**src/hw/rtl/wef_pkg.sv**
```systemverilog
// ----------------------------------------------------------------------------
// wef_pkg
// Shared types and constants of the wrench EMA filter with tare.
// ----------------------------------------------------------------------------
package wef_pkg;
  localparam int SampleBits    = 24;
  localparam int AlphaFracBits = 16;
  localparam int AgeBits       = 16;
  localparam int NumCh         = 6;
  localparam int ChIdxBits     = 3;

  localparam logic [1:0] KindSample = 2'd0;
  localparam logic [1:0] KindTare   = 2'd1;
  localparam logic [1:0] KindTick   = 2'd2;

  localparam logic CfgAlpha  = 1'b0;
  localparam logic CfgMaxAge = 1'b1;

  // controller -> datapath
  typedef struct packed {
    logic                 load_in;   // capture input beat
    logic                 do_ema;    // update channel ch
    logic                 do_tare;   // copy filtered to bias
    logic                 do_tick;   // age step
    logic                 sq_step;   // accumulate square of channel ch
    logic                 sq_clr;
    logic                 rt_start;
    logic [ChIdxBits-1:0] ch;
    logic                 out_load;
  } wef_cmd_t;

  // datapath -> controller
  typedef struct packed {
    logic rt_done;
  } wef_sts_t;
endpackage

```
**src/hw/rtl/wef_ctrl.sv**
```systemverilog
// ----------------------------------------------------------------------------
// wef_ctrl
// Sequencer: EMA over six channels (samples only), squares of the three force
// channels, root, then output load.
module wef_ctrl (
  input  logic              clk_i,
  input  logic              rst_ni,
  input  logic              in_valid_i,
  output logic              in_stall_o,
  input  logic              out_busy_i,
  input  logic [1:0]        kind_i,
  output wef_pkg::wef_cmd_t cmd_o,
  input  wef_pkg::wef_sts_t sts_i
);
  import wef_pkg::*;

  typedef enum logic [2:0] {
    StIdle, StEma, StSq, StRoot, StOut
  } state_e;

  state_e               state_q;
  logic [ChIdxBits-1:0] ch_q;

  assign in_stall_o = (state_q != StIdle);

  always_comb begin
    cmd_o          = '0;
    cmd_o.ch       = ch_q;
    cmd_o.load_in  = (state_q == StIdle) && in_valid_i;
    cmd_o.do_tare  = cmd_o.load_in && (kind_i == KindTare);
    cmd_o.do_tick  = cmd_o.load_in && (kind_i == KindTick);
    cmd_o.sq_clr   = cmd_o.load_in;
    cmd_o.do_ema   = (state_q == StEma);
    cmd_o.sq_step  = (state_q == StSq);
    cmd_o.rt_start = (state_q == StSq) && (ch_q == ChIdxBits'(2));
    cmd_o.out_load = (state_q == StOut) && !out_busy_i;
  end

  always_ff @(posedge clk_i or negedge rst_ni) begin
    if (!rst_ni) begin
      state_q <= StIdle;
      ch_q    <= '0;
    end else begin
      case (state_q)
        StIdle: begin
          ch_q <= '0;
          if (in_valid_i) state_q <= (kind_i == KindSample) ? StEma : StSq;
        end
        StEma: begin
          if (ch_q == ChIdxBits'(NumCh - 1)) begin
            ch_q    <= '0;
            state_q <= StSq;
          end else ch_q <= ch_q + 1'b1;
        end
        StSq: begin
          if (ch_q == ChIdxBits'(2)) state_q <= StRoot;
          else ch_q <= ch_q + 1'b1;
        end
        StRoot: if (sts_i.rt_done) state_q <= StOut;
        StOut: if (!out_busy_i) state_q <= StIdle;
        default: state_q <= StIdle;
      endcase
    end
  end
endmodule

```
**src/hw/rtl/wef_dpath.sv**
```systemverilog
// ----------------------------------------------------------------------------
// wef_dpath
// Channel stores, shared EMA multiplier, square accumulator, bit-pair root.
// ----------------------------------------------------------------------------
module wef_dpath #(
  parameter int SAMPLE_BITS     = wef_pkg::SampleBits,
  parameter int ALPHA_FRAC_BITS = wef_pkg::AlphaFracBits,
  parameter int AGE_BITS        = wef_pkg::AgeBits
) (
  input  logic                          clk_i,
  input  logic                          rst_ni,
  input  wef_pkg::wef_cmd_t             cmd_i,
  output wef_pkg::wef_sts_t             sts_o,
  input  logic [1:0]                    kind_i,
  input  logic signed [SAMPLE_BITS-1:0] raw_i [wef_pkg::NumCh],
  input  logic [ALPHA_FRAC_BITS:0]      alpha_i,
  input  logic [AGE_BITS-1:0]           max_age_i,
  output logic signed [SAMPLE_BITS:0]   comp_o [wef_pkg::NumCh],
  output logic [SAMPLE_BITS:0]          mag_o,
  output logic                          valid_o
);
  import wef_pkg::*;

  localparam int CW  = SAMPLE_BITS + 1;
  localparam int SQW = 2 * CW + 2;
  localparam int RW  = SQW / 2 + 1;
  localparam int RCW = $clog2(RW + 1);
  localparam int PW  = SAMPLE_BITS + ALPHA_FRAC_BITS + 2;

  logic signed [SAMPLE_BITS-1:0] filt_q [NumCh];
  logic signed [SAMPLE_BITS-1:0] bias_q [NumCh];
  logic signed [SAMPLE_BITS-1:0] raw_q  [NumCh];
  logic [AGE_BITS-1:0]           age_q;
  logic                          seen_q;
  logic                          zero_q;
  logic [SQW-1:0]                sum_q;
  logic [SQW-1:0]                rem_q;
  logic [RW-1:0]                 res_q;
  logic [RCW-1:0]                cnt_q;
  logic                          rt_busy_q;
  logic [ALPHA_FRAC_BITS:0]      a_c;
  logic signed [PW-1:0]          prod;
  logic signed [CW-1:0]          csel;
  logic [CW-1:0]                 cmag;
  logic [SQW-1:0]                trial;
  logic [SQW-1:0]                rem_sh;
  logic [SQW-1:0]                sum_nx;
  logic [SQW-1:0]                sum_sat;
  logic                          all_zero;

  always_comb begin
    all_zero = 1'b1;
    for (int i = 0; i < NumCh; i++) if (filt_q[i] != '0) all_zero = 1'b0;
  end

  assign a_c = (alpha_i > (1 << ALPHA_FRAC_BITS)) ?
               (ALPHA_FRAC_BITS+1)'(1 << ALPHA_FRAC_BITS) : alpha_i;
  // a*raw + (1-a)*prev = prev + a*(raw-prev): one multiply
  assign prod = PW'(signed'({1'b0, a_c})) *
                (PW'(raw_q[cmd_i.ch]) - PW'(filt_q[cmd_i.ch]));

  always_comb
    for (int i = 0; i < NumCh; i++) comp_o[i] = CW'(filt_q[i]) - CW'(bias_q[i]);

  assign csel  = comp_o[cmd_i.ch];
  assign cmag  = csel[CW-1] ? CW'(-csel) : CW'(csel);
  assign rem_sh = {rem_q[SQW-3:0], sum_q[SQW-1:SQW-2]};
  assign trial  = SQW'({res_q[RW-2:0], 2'b01});
  assign sum_nx = sum_q + SQW'(cmag * cmag);
  // sum of squares clamps at 64 ones before the root (wide samples only)
  assign sum_sat = (SQW > 64 && (sum_nx >> 64) != '0) ? SQW'({64{1'b1}}) : sum_nx;

  always_ff @(posedge clk_i or negedge rst_ni) begin
    if (!rst_ni) begin
      for (int i = 0; i < NumCh; i++) begin
        filt_q[i] <= '0;
        bias_q[i] <= '0;
      end
      age_q     <= '0;
      seen_q    <= 1'b0;
      rt_busy_q <= 1'b0;
      cnt_q     <= '0;
    end else begin
      if (cmd_i.load_in && kind_i == KindSample) begin
        age_q  <= '0;
        seen_q <= 1'b1;
      end
      if (cmd_i.do_tick && age_q != '1) age_q <= age_q + 1'b1;
      if (cmd_i.do_tare) for (int i = 0; i < NumCh; i++) bias_q[i] <= filt_q[i];
      if (cmd_i.do_ema) begin
        if (zero_q) filt_q[cmd_i.ch] <= raw_q[cmd_i.ch];
        else filt_q[cmd_i.ch] <= filt_q[cmd_i.ch] + SAMPLE_BITS'(prod >>> ALPHA_FRAC_BITS);
      end
      if (cmd_i.rt_start) begin
        rt_busy_q <= 1'b1;
        cnt_q     <= RCW'(SQW / 2);
      end else if (rt_busy_q) begin
        cnt_q <= cnt_q - 1'b1;
        if (cnt_q == RCW'(1)) rt_busy_q <= 1'b0;
      end
    end
  end

  always_ff @(posedge clk_i) begin
    if (cmd_i.load_in) begin
      for (int i = 0; i < NumCh; i++) raw_q[i] <= raw_i[i];
      zero_q <= all_zero;
    end
    if (cmd_i.sq_clr) sum_q <= '0;
    else if (cmd_i.sq_step && !cmd_i.rt_start) sum_q <= sum_nx;
    if (cmd_i.rt_start) begin
      sum_q <= sum_sat;
      rem_q <= '0;
      res_q <= '0;
    end else if (rt_busy_q) begin
      sum_q <= {sum_q[SQW-3:0], 2'b00};
      if (rem_sh >= trial) begin
        rem_q <= rem_sh - trial;
        res_q <= {res_q[RW-2:0], 1'b1};
      end else begin
        rem_q <= rem_sh;
        res_q <= {res_q[RW-2:0], 1'b0};
      end
    end
  end

  assign sts_o.rt_done = rt_busy_q && (cnt_q == RCW'(1));
  assign mag_o   = CW'(res_q);
  assign valid_o = seen_q && (age_q < max_age_i);
endmodule

```
**src/hw/rtl/wrench_ema_filter_with_tare_core.sv**
```systemverilog
// Flow: one item at a time; a new beat is taken only once the last result is
// loaded for output (bit-pair root loop, one result bit a cycle, plus the serial channel walk).
// Reset: rst_ni async low clears filtered, bias, age, seen flag, alpha to
// 13107 and max age to 1000.
// ----------------------------------------------------------------------------
// wrench_ema_filter_with_tare_core
// Six-channel EMA force/torque conditioner with tare and force magnitude.
// ----------------------------------------------------------------------------
module wrench_ema_filter_with_tare_core #(
  parameter int SAMPLE_BITS     = wef_pkg::SampleBits,
  parameter int ALPHA_FRAC_BITS = wef_pkg::AlphaFracBits,
  parameter int AGE_BITS        = wef_pkg::AgeBits
) (
  input  logic                          clk_i,
  input  logic                          rst_ni,
  input  logic                          in_valid_i,
  output logic                          in_stall_o,
  input  logic [1:0]                    kind_i,
  input  logic signed [SAMPLE_BITS-1:0] force_x_i,
  input  logic signed [SAMPLE_BITS-1:0] force_y_i,
  input  logic signed [SAMPLE_BITS-1:0] force_z_i,
  input  logic signed [SAMPLE_BITS-1:0] torque_x_i,
  input  logic signed [SAMPLE_BITS-1:0] torque_y_i,
  input  logic signed [SAMPLE_BITS-1:0] torque_z_i,
  input  logic                          cfg_valid_i,
  output logic                          cfg_ready_o,
  input  logic                          cfg_index_i,
  input  logic [31:0]                   cfg_data_i,
  output logic                          out_valid_o,
  input  logic                          out_stall_i,
  output logic signed [SAMPLE_BITS:0]   comp_force_x_o,
  output logic signed [SAMPLE_BITS:0]   comp_force_y_o,
  output logic signed [SAMPLE_BITS:0]   comp_force_z_o,
  output logic signed [SAMPLE_BITS:0]   comp_torque_x_o,
  output logic signed [SAMPLE_BITS:0]   comp_torque_y_o,
  output logic signed [SAMPLE_BITS:0]   comp_torque_z_o,
  output logic [SAMPLE_BITS:0]          force_magnitude_o,
  output logic                          data_valid_o
);
  import wef_pkg::*;

  wef_cmd_t                      cmd;
  wef_sts_t                      sts;
  logic [ALPHA_FRAC_BITS:0]      alpha_q;
  logic [AGE_BITS-1:0]           max_age_q;
  logic signed [SAMPLE_BITS-1:0] raw [NumCh];
  logic signed [SAMPLE_BITS:0]   comp [NumCh];
  logic [SAMPLE_BITS:0]          mag;
  logic                          dv;
  logic                          out_valid_q;

  assign cfg_ready_o = 1'b1;
  assign raw[0] = force_x_i;
  assign raw[1] = force_y_i;
  assign raw[2] = force_z_i;
  assign raw[3] = torque_x_i;
  assign raw[4] = torque_y_i;
  assign raw[5] = torque_z_i;

  // config registers; writes must arrive only while idle (the user's duty, the block does not enforce it)
  always_ff @(posedge clk_i or negedge rst_ni) begin
    if (!rst_ni) begin
      alpha_q   <= (ALPHA_FRAC_BITS+1)'(13107);
      max_age_q <= AGE_BITS'(1000);
    end else if (cfg_valid_i) begin
      case (cfg_index_i)
        CfgAlpha:  alpha_q   <= cfg_data_i[ALPHA_FRAC_BITS:0];
        CfgMaxAge: max_age_q <= AGE_BITS'(cfg_data_i[15:0]);
        default: ;
      endcase
    end
  end

  wef_ctrl u_ctrl (
    .clk_i, .rst_ni, .in_valid_i, .in_stall_o,
    .out_busy_i(out_valid_q && out_stall_i),
    .kind_i, .cmd_o(cmd), .sts_i(sts)
  );

  wef_dpath #(
    .SAMPLE_BITS(SAMPLE_BITS), .ALPHA_FRAC_BITS(ALPHA_FRAC_BITS), .AGE_BITS(AGE_BITS)
  ) u_dpath (
    .clk_i, .rst_ni, .cmd_i(cmd), .sts_o(sts), .kind_i, .raw_i(raw),
    .alpha_i(alpha_q), .max_age_i(max_age_q), .comp_o(comp), .mag_o(mag), .valid_o(dv)
  );

  // output register: result beat held until taken
  always_ff @(posedge clk_i or negedge rst_ni) begin
    if (!rst_ni) out_valid_q <= 1'b0;
    else if (cmd.out_load) out_valid_q <= 1'b1;
    else if (!out_stall_i) out_valid_q <= 1'b0;
  end

  always_ff @(posedge clk_i) begin
    if (cmd.out_load) begin
      comp_force_x_o    <= comp[0];
      comp_force_y_o    <= comp[1];
      comp_force_z_o    <= comp[2];
      comp_torque_x_o   <= comp[3];
      comp_torque_y_o   <= comp[4];
      comp_torque_z_o   <= comp[5];
      force_magnitude_o <= mag;
      data_valid_o      <= dv;
    end
  end

  assign out_valid_o = out_valid_q;
endmodule

```
**config.mk**
```make
export PLATFORM = sky130hd
export DESIGN_NAME = wrench_ema_filter_with_tare_core
export DESIGN_NICKNAME = d
export VERILOG_FILES = /design/src/hw/rtl/wef_pkg.sv /design/src/hw/rtl/wef_ctrl.sv /design/src/hw/rtl/wef_dpath.sv /design/src/hw/rtl/wrench_ema_filter_with_tare_core.sv
export SDC_FILE = /design/constraint.sdc
export NUM_CORES = 2
export LEC_CHECK = 0
export BUFFER_PORTS_ARGS = -buffer_cell sky130_fd_sc_hd__buf_4
export CAP_MARGIN = 0
export CORE_MARGIN = 8
export CORE_UTILIZATION = 45
export CTS_BUF_LIST = sky130_fd_sc_hd__clkbuf_4
export DETAILED_ROUTE_END_ITERATION = 10
export PLACE_DENSITY = 0.7
export RECOVER_POWER = 100
export SLEW_MARGIN = 10
export SYNTH_ARGS = -nofsm -noshare
export SYNTH_HDL_FRONTEND = slang
export SYNTH_HIERARCHICAL = 1
export SYNTH_SLANG_ARGS = --single-unit
export TNS_END_PERCENT = 5
```
**constraint.sdc**
```tcl
create_clock -name clk_i -period 44.7 [get_ports clk_i]
set_input_delay 8.94 -clock clk_i [delete_from_list [all_inputs] [get_ports clk_i]]
set_output_delay 8.94 -clock clk_i [all_outputs]
set_load 0.1 [all_outputs]
```
### Word-level counts from Yosys, hierarchy flattened

Memory sizes are Yosys's and may differ from the RTL's.
Cells that the tools add are included.

| operators by class | value |
|---|---|
| add/subtract/negate cells | 14 |
| $mul | 2 |
| div/mod/pow operators | 0 |
| $lt $le $gt $ge | 5 |
| eq/ne operators | 17 |
| shift operators | 0 |
| muxes and demuxes | 41 |
| bitwise logic cells | 2 |
| reductions and logical operators | 32 |

Operators with widths:

| kind | number |
|---|---|
| $bwmux W144 | 2 |
| $mux W52 | 4 |
| $sub A24 B24 Y25 | 7 |
| $mux W144 | 1 |
| $reduce_bool A24 Y1 | 6 |
| $bmux W25 S3 | 1 |
| $mux W25 | 3 |
| $bmux W24 S3 | 1 |
| $demux W24 S3 | 1 |
| $mux W24 | 3 |
| $add A52 B50 Y52 | 1 |
| $ge A52 B28 Y1 | 1 |
| $mul A25 B25 Y50 | 1 |
| $mux W50 | 1 |
| $sub A50 B28 Y50 | 1 |
| $mul A18 B42 Y40 | 1 |
| $mux W16 | 2 |
| $neg A25 Y25 | 1 |
| $add A24 B24 Y24 | 1 |
| $mux W3 | 7 |
| $gt A17 B17 Y1 const B | 1 |
| $mux W17 | 1 |
| $add A16 B1 Y16 const B | 1 |
| $lt A16 B16 Y1 | 1 |
| other kinds (30) | 63 |

| word-level totals | value |
|---|---|
| bits in registers | 656 |
| latch bits | 0 |
| bits in writable memories | 144 |
| ROM bits | 0 |
| input bits | 184 |
| output and inout bits | 179 |
| logic and storage cells | 147 |
| memories | 1 |

Memories:

| name | words | width | rd ports | clocked after Yosys merged registers in | wr ports | line | text |
|---|---|---|---|---|---|---|---|
| u_dpath.raw_q | 6 | 24 | 1 | 0 | 6 | wef_dpath.sv:32 | `logic signed [SAMPLE_BITS-1:0] raw_q [NumCh];` |

### Longest topological paths before layout

| logic depth | value |
|---|---|
| depth in word-level cells | 12 |
| depth in mapped cells | 62 |
| gate-level depth less buffers | 56 |

### By module

Netlist, hierarchy kept.

By module, submodules not included:

| module | times used | cells each | area an instance (um^2) | seq. area each (um^2) |
|---|---|---|---|---|
| wef_dpath | 1 | 7765 | 70039.7 | 15219.6 |
| wrench_ema_filter_with_tare_core | 1 | 252 | 6640.1 | 6153.4 |
| wef_ctrl | 1 | 64 | 504.2 | 150.1 |

### Worst setup path before layout

OpenSTA, ideal clock, no wires.

| timing path | value |
|---|---|
| kind | in2reg |
| from | input out_stall_i |
| to | register out_valid_q (netlist: out_valid_o) |
| setup time | 110 ps |
| data arrival time | 17132 ps |
| required time | 44590 ps |
| setup slack | 27459 ps |
| stages | 3 |
| path buffers | 0 |
| path through | and2_1 -> nor2_1 -> or2_2 |

RTL lines:

| element | line | text |
|---|---|---|
| start: declaration | wrench_ema_filter_with_tare_core.sv:30 | `input logic out_stall_i,` |
| end signal: assignment | wrench_ema_filter_with_tare_core.sv:89 | `if (!rst_ni) out_valid_q <= 1'b0;` |
| end signal: assignment | wrench_ema_filter_with_tare_core.sv:90 | `else if (cmd.out_load) out_valid_q <= 1'b1;` |
| end signal: assignment | wrench_ema_filter_with_tare_core.sv:91 | `else if (!out_stall_i) out_valid_q <= 1'b0;` |
| end: declaration | wrench_ema_filter_with_tare_core.sv:50 | `logic out_valid_q;` |

==> load_flow_metrics.sql <==
INSERT INTO impl_metrics (metric_group, metric, value, unit) VALUES
('outcome', 'outcome', 'finished, violations left', ''),
('outcome', 'violations', 'capacitance limit, slew limit', ''),
('clocking', 'number_of_cells_upsized_or_downsized_after_cts', '0', ''),
('final_layout', 'area_growth_syn_to_layout', '9.28', '%'),
('logic_synthesis', 'most_common_flop_cell_mapped_by_yosys', 'sky130_fd_sc_hd__edfxtp_1', ''),
('detailed_routing', 'wl_met1', '89100', 'um'),
('global_route', 'grt_pass1_wl', '358000', 'um'),
('clocking', 'clock_tree.buffer_depth', '3', ''),
('logic_synthesis', 'synth.most_common_cell', 'sky130_fd_sc_hd__inv_1', ''),
('worst_setup_path', 'worst_r2r_startpoint', 'u_ctrl/ch_q[0]', ''),
('logic_synthesis', 'synthesis.area_per_instance', '9.55', 'um^2'),
('detailed_routing', 'drtPass1Iterations', '8', ''),
('logic_synthesis', 'synth_edf_count', '373', ''),
('final_layout', 'design.final.nets', '10100', ''),
('clocking', 'htree_num_levels', '4', ''),
('final_layout', 'share_of_layout_cells_above_drive_strength_1', '0.0883', ''),
('logic_synthesis', 'commonest_cells_in_the_synthesized_netlist', 'sky130_fd_sc_hd__inv_1 (1,344), sky130_fd_sc_hd__nand2_1 (961), sky130_fd_sc_hd__fa_1 (919), sky130_fd_sc_hd__nor2_1 (542), sky130_fd_sc_hd__ha_1 (521)', ''),
('logic_synthesis', 'synth_area_leader_cell', 'sky130_fd_sc_hd__fa_1', ''),
('clocking', 'count_of_hold_buffers_inserted_by_post_cts_repair', '0', ''),
('die', 'num_rows', '152', ''),
('detailed_routing', 'antenna_violating_nets_post_route', '0', ''),
('detailed_routing', 'avgViaCountPerCell', '5.53', ''),
('logic_synthesis', 'synthesis.yosys.warnings', '6', ''),
('timing', 'timing.setup.tns', '0', 'ps'),
('timing', 'timing_max_transition_violations_final', '1317', ''),
('timing', 'worst_slew_margin_rel', '-5.92', ''),
('placed_design', 'detailedPlacementHpwl', '178000', 'um'),
('timing', 'setup_violations', '0', ''),
('final_layout', 'ff_latch_area', '21500', 'um^2'),
('clocking', 'clock-root-buffer', 'sky130_fd_sc_hd__clkbuf_4', ''),
('worst_setup_path', 'crit_path_max_fanout', '74', ''),
('worst_setup_path', 'reg2reg_depth', '51', ''),
('timing', 'fmax', '0.0477', 'GHz'),
('timing', 'fin_crit_sh', '0.469', ''),
('detailed_routing', 'drt_wl_total', '231000', 'um'),
('clocking', 'tritoncts.num_buffers', '215', ''),
('global_route', 'largest_net_degree_at_the_start_of_global_routing', '277', ''),
('die', 'die_x', '430', 'um'),
('placed_design', 'port_buffers', '346', ''),
('global_route', 'grt_overflow', '0', ''),
('worst_setup_path', 'critical_path_arrival', '21390', 'ps'),
('worst_setup_path', 'setup.worst_path.end_class', 'async pin', ''),
('worst_setup_path', 'worst-setup-path-type', 'in2async', ''),
('detailed_routing', 'wl_met3', '19400', 'um'),
('timing', 'rsz0062_at_grt', 'no', ''),
('die', 'top_level_ports', '363', ''),
('timing', 'fin_crit', '20960', 'ps'),
('worst_setup_path', 'worst_r2r_endpoint', 'u_dpath/filt_q[143]', ''),
('clocking', 'clk_transition_reported_paths', '60', 'ps'),
('logic_synthesis', 'synth_sequential_area_ratio', '0.279', ''),
('logic_synthesis', 'synth_top_area_share', '0.238', ''),
('logic_synthesis', 'synth-async-reset-ratio', '0.439', ''),
('hold_path', 'min_path_type', 'reg2reg', ''),
('hold_path', 'min_delay_worst_endpoint', 'u_dpath/seen_q', ''),
('logic_synthesis', 'synth_area', '77200', 'um^2'),
('hold_path', 'worstHoldPathCells', '1', ''),
('final_layout', 'multi_input_area', '49300', 'um^2'),
('final_layout', 'non_filler_cell_area_final', '84300', 'um^2'),
('logic_synthesis', 'synth.area.top_cells', 'sky130_fd_sc_hd__fa_1 (24%), sky130_fd_sc_hd__edfxtp_1 (15%), sky130_fd_sc_hd__dfrtp_1 (11%), sky130_fd_sc_hd__ha_1 (8.4%), sky130_fd_sc_hd__inv_1 (6.5%)', ''),
('global_route', 'initial_antenna_violation_count', '9', ''),
('die', 'dieHeight', '430', 'um'),
('global_route', 'grt_pass1_vias', '62400', ''),
('detailed_routing', 'remaining_drc_errors', '0', ''),
('worst_setup_path', 'start_kind', 'input port', ''),
('detailed_routing', 'vias_after_detailed_routing', '60000', ''),
('run', 'timing.max_cap.violations', '20', ''),
('hold_path', 'hp-start', 'u_dpath/seen_q', ''),
('placed_design', 'gp_routability_congestion', '0.971', ''),
('logic_synthesis', 'synth_cell_types', '111', ''),
('logic_synthesis', 'ys_ff_latch', '800', ''),
('timing', 'timing.clock.skew', '142', 'ps');
==> cell families after synthesis <==
kind of cell    count (synthesis)  share of synthesized area
other cells                     3                   0.000146
flops                         800                      0.279
fa+ha+maj                    1440                      0.323
xor+xnor                      308                     0.0354
buf+inv                      1703                     0.0847
compound gates               1422                      0.118
simple gates                 2232                      0.132
mux                           173                     0.0283
==> cell type report <==
cell class / instances / share of cell area
Antenna cell: 8 / 0.000237
Clock buffer: 320 / 0.0285
Clock inverter: 75 / 0.00678
Inverter: 1352 / 0.0602
Multi-Input combinational cell: 5595 / 0.584
Sequential cell: 800 / 0.255
Tap cell: 2233 / 0.0331
Timing Repair Buffer: 466 / 0.0318
==> cell usage in the layout (no fill, tap or decap), types with 117 or more instances in the layout <==
cell type	netlist	layout
sky130_fd_sc_hd__inv_1	1344	1344
sky130_fd_sc_hd__nand2_1	961	962
sky130_fd_sc_hd__fa_1	919	919
sky130_fd_sc_hd__nor2_1	542	539
sky130_fd_sc_hd__ha_1	521	521
sky130_fd_sc_hd__o21ai_0	510	513
sky130_fd_sc_hd__clkbuf_4	0	452
sky130_fd_sc_hd__edfxtp_1	373	373
sky130_fd_sc_hd__dfrtp_1	337	335
sky130_fd_sc_hd__a21oi_1	258	258
sky130_fd_sc_hd__clkbuf_1	288	217
sky130_fd_sc_hd__xnor2_1	194	189
sky130_fd_sc_hd__a21o_1	118	118
sky130_fd_sc_hd__buf_4	28	117
==> how the worst max path moves through the flow <==
stage / startpoint / endpoint / slack [ps] / cells after the start
finish: rst_ni / u_dpath/bias_q[136] / 23740 / 4
global route: rst_ni / u_dpath/filt_q[113] / 21540 / 4
detailed placement: u_ctrl/ch_q[0] / u_dpath/filt_q[143] / 29190 / 54
global placement: u_ctrl/ch_q[0] / u_dpath/filt_q[47] / 29430 / 54
CTS: u_ctrl/ch_q[0] / u_dpath/filt_q[143] / 29100 / 54
floorplan: out_stall_i / out_valid_o / 27460 / 3
==> sequential cells by signal, summed over array words and instances, names as in the netlist, 26 cells and up <==
signal / flops
u_dpath/bias_q: 144
u_dpath/sum_q: 52
u_dpath/raw_q: 144
u_dpath/rem_q: 50
u_dpath/res_q: 26
u_dpath/filt_q: 144
==> critical path: stages <==
cell and delay (ps):
sky130_fd_sc_hd__clkbuf_1 3220, sky130_fd_sc_hd__clkbuf_1 2850, sky130_fd_sc_hd__clkbuf_1 3170, sky130_fd_sc_hd__clkbuf_1 2960
==> metrics by stage <==
stage	utilization	hold WS, ps	instances	worst slack (ps)
floorplan	-	435	8098	27460
global placement	0.481	459	10400	29430
finish	0.493	467	10800	23740
CTS	0.499	472	10800	29100
global route	0.493	508	10800	21540
detailed placement	0.481	455	10400	29190
==> per-layer routing <==
layer,track usage,up-vias
li1,-,27300
met3,0.0566,706
met4,0.147,0
met1,0.303,29400
met2,0.400,2642
met5,0,-
Power is left out: the tool's default activity adds up to more than one toggle a clock period on the data nets, which glitch-free logic cannot reach.
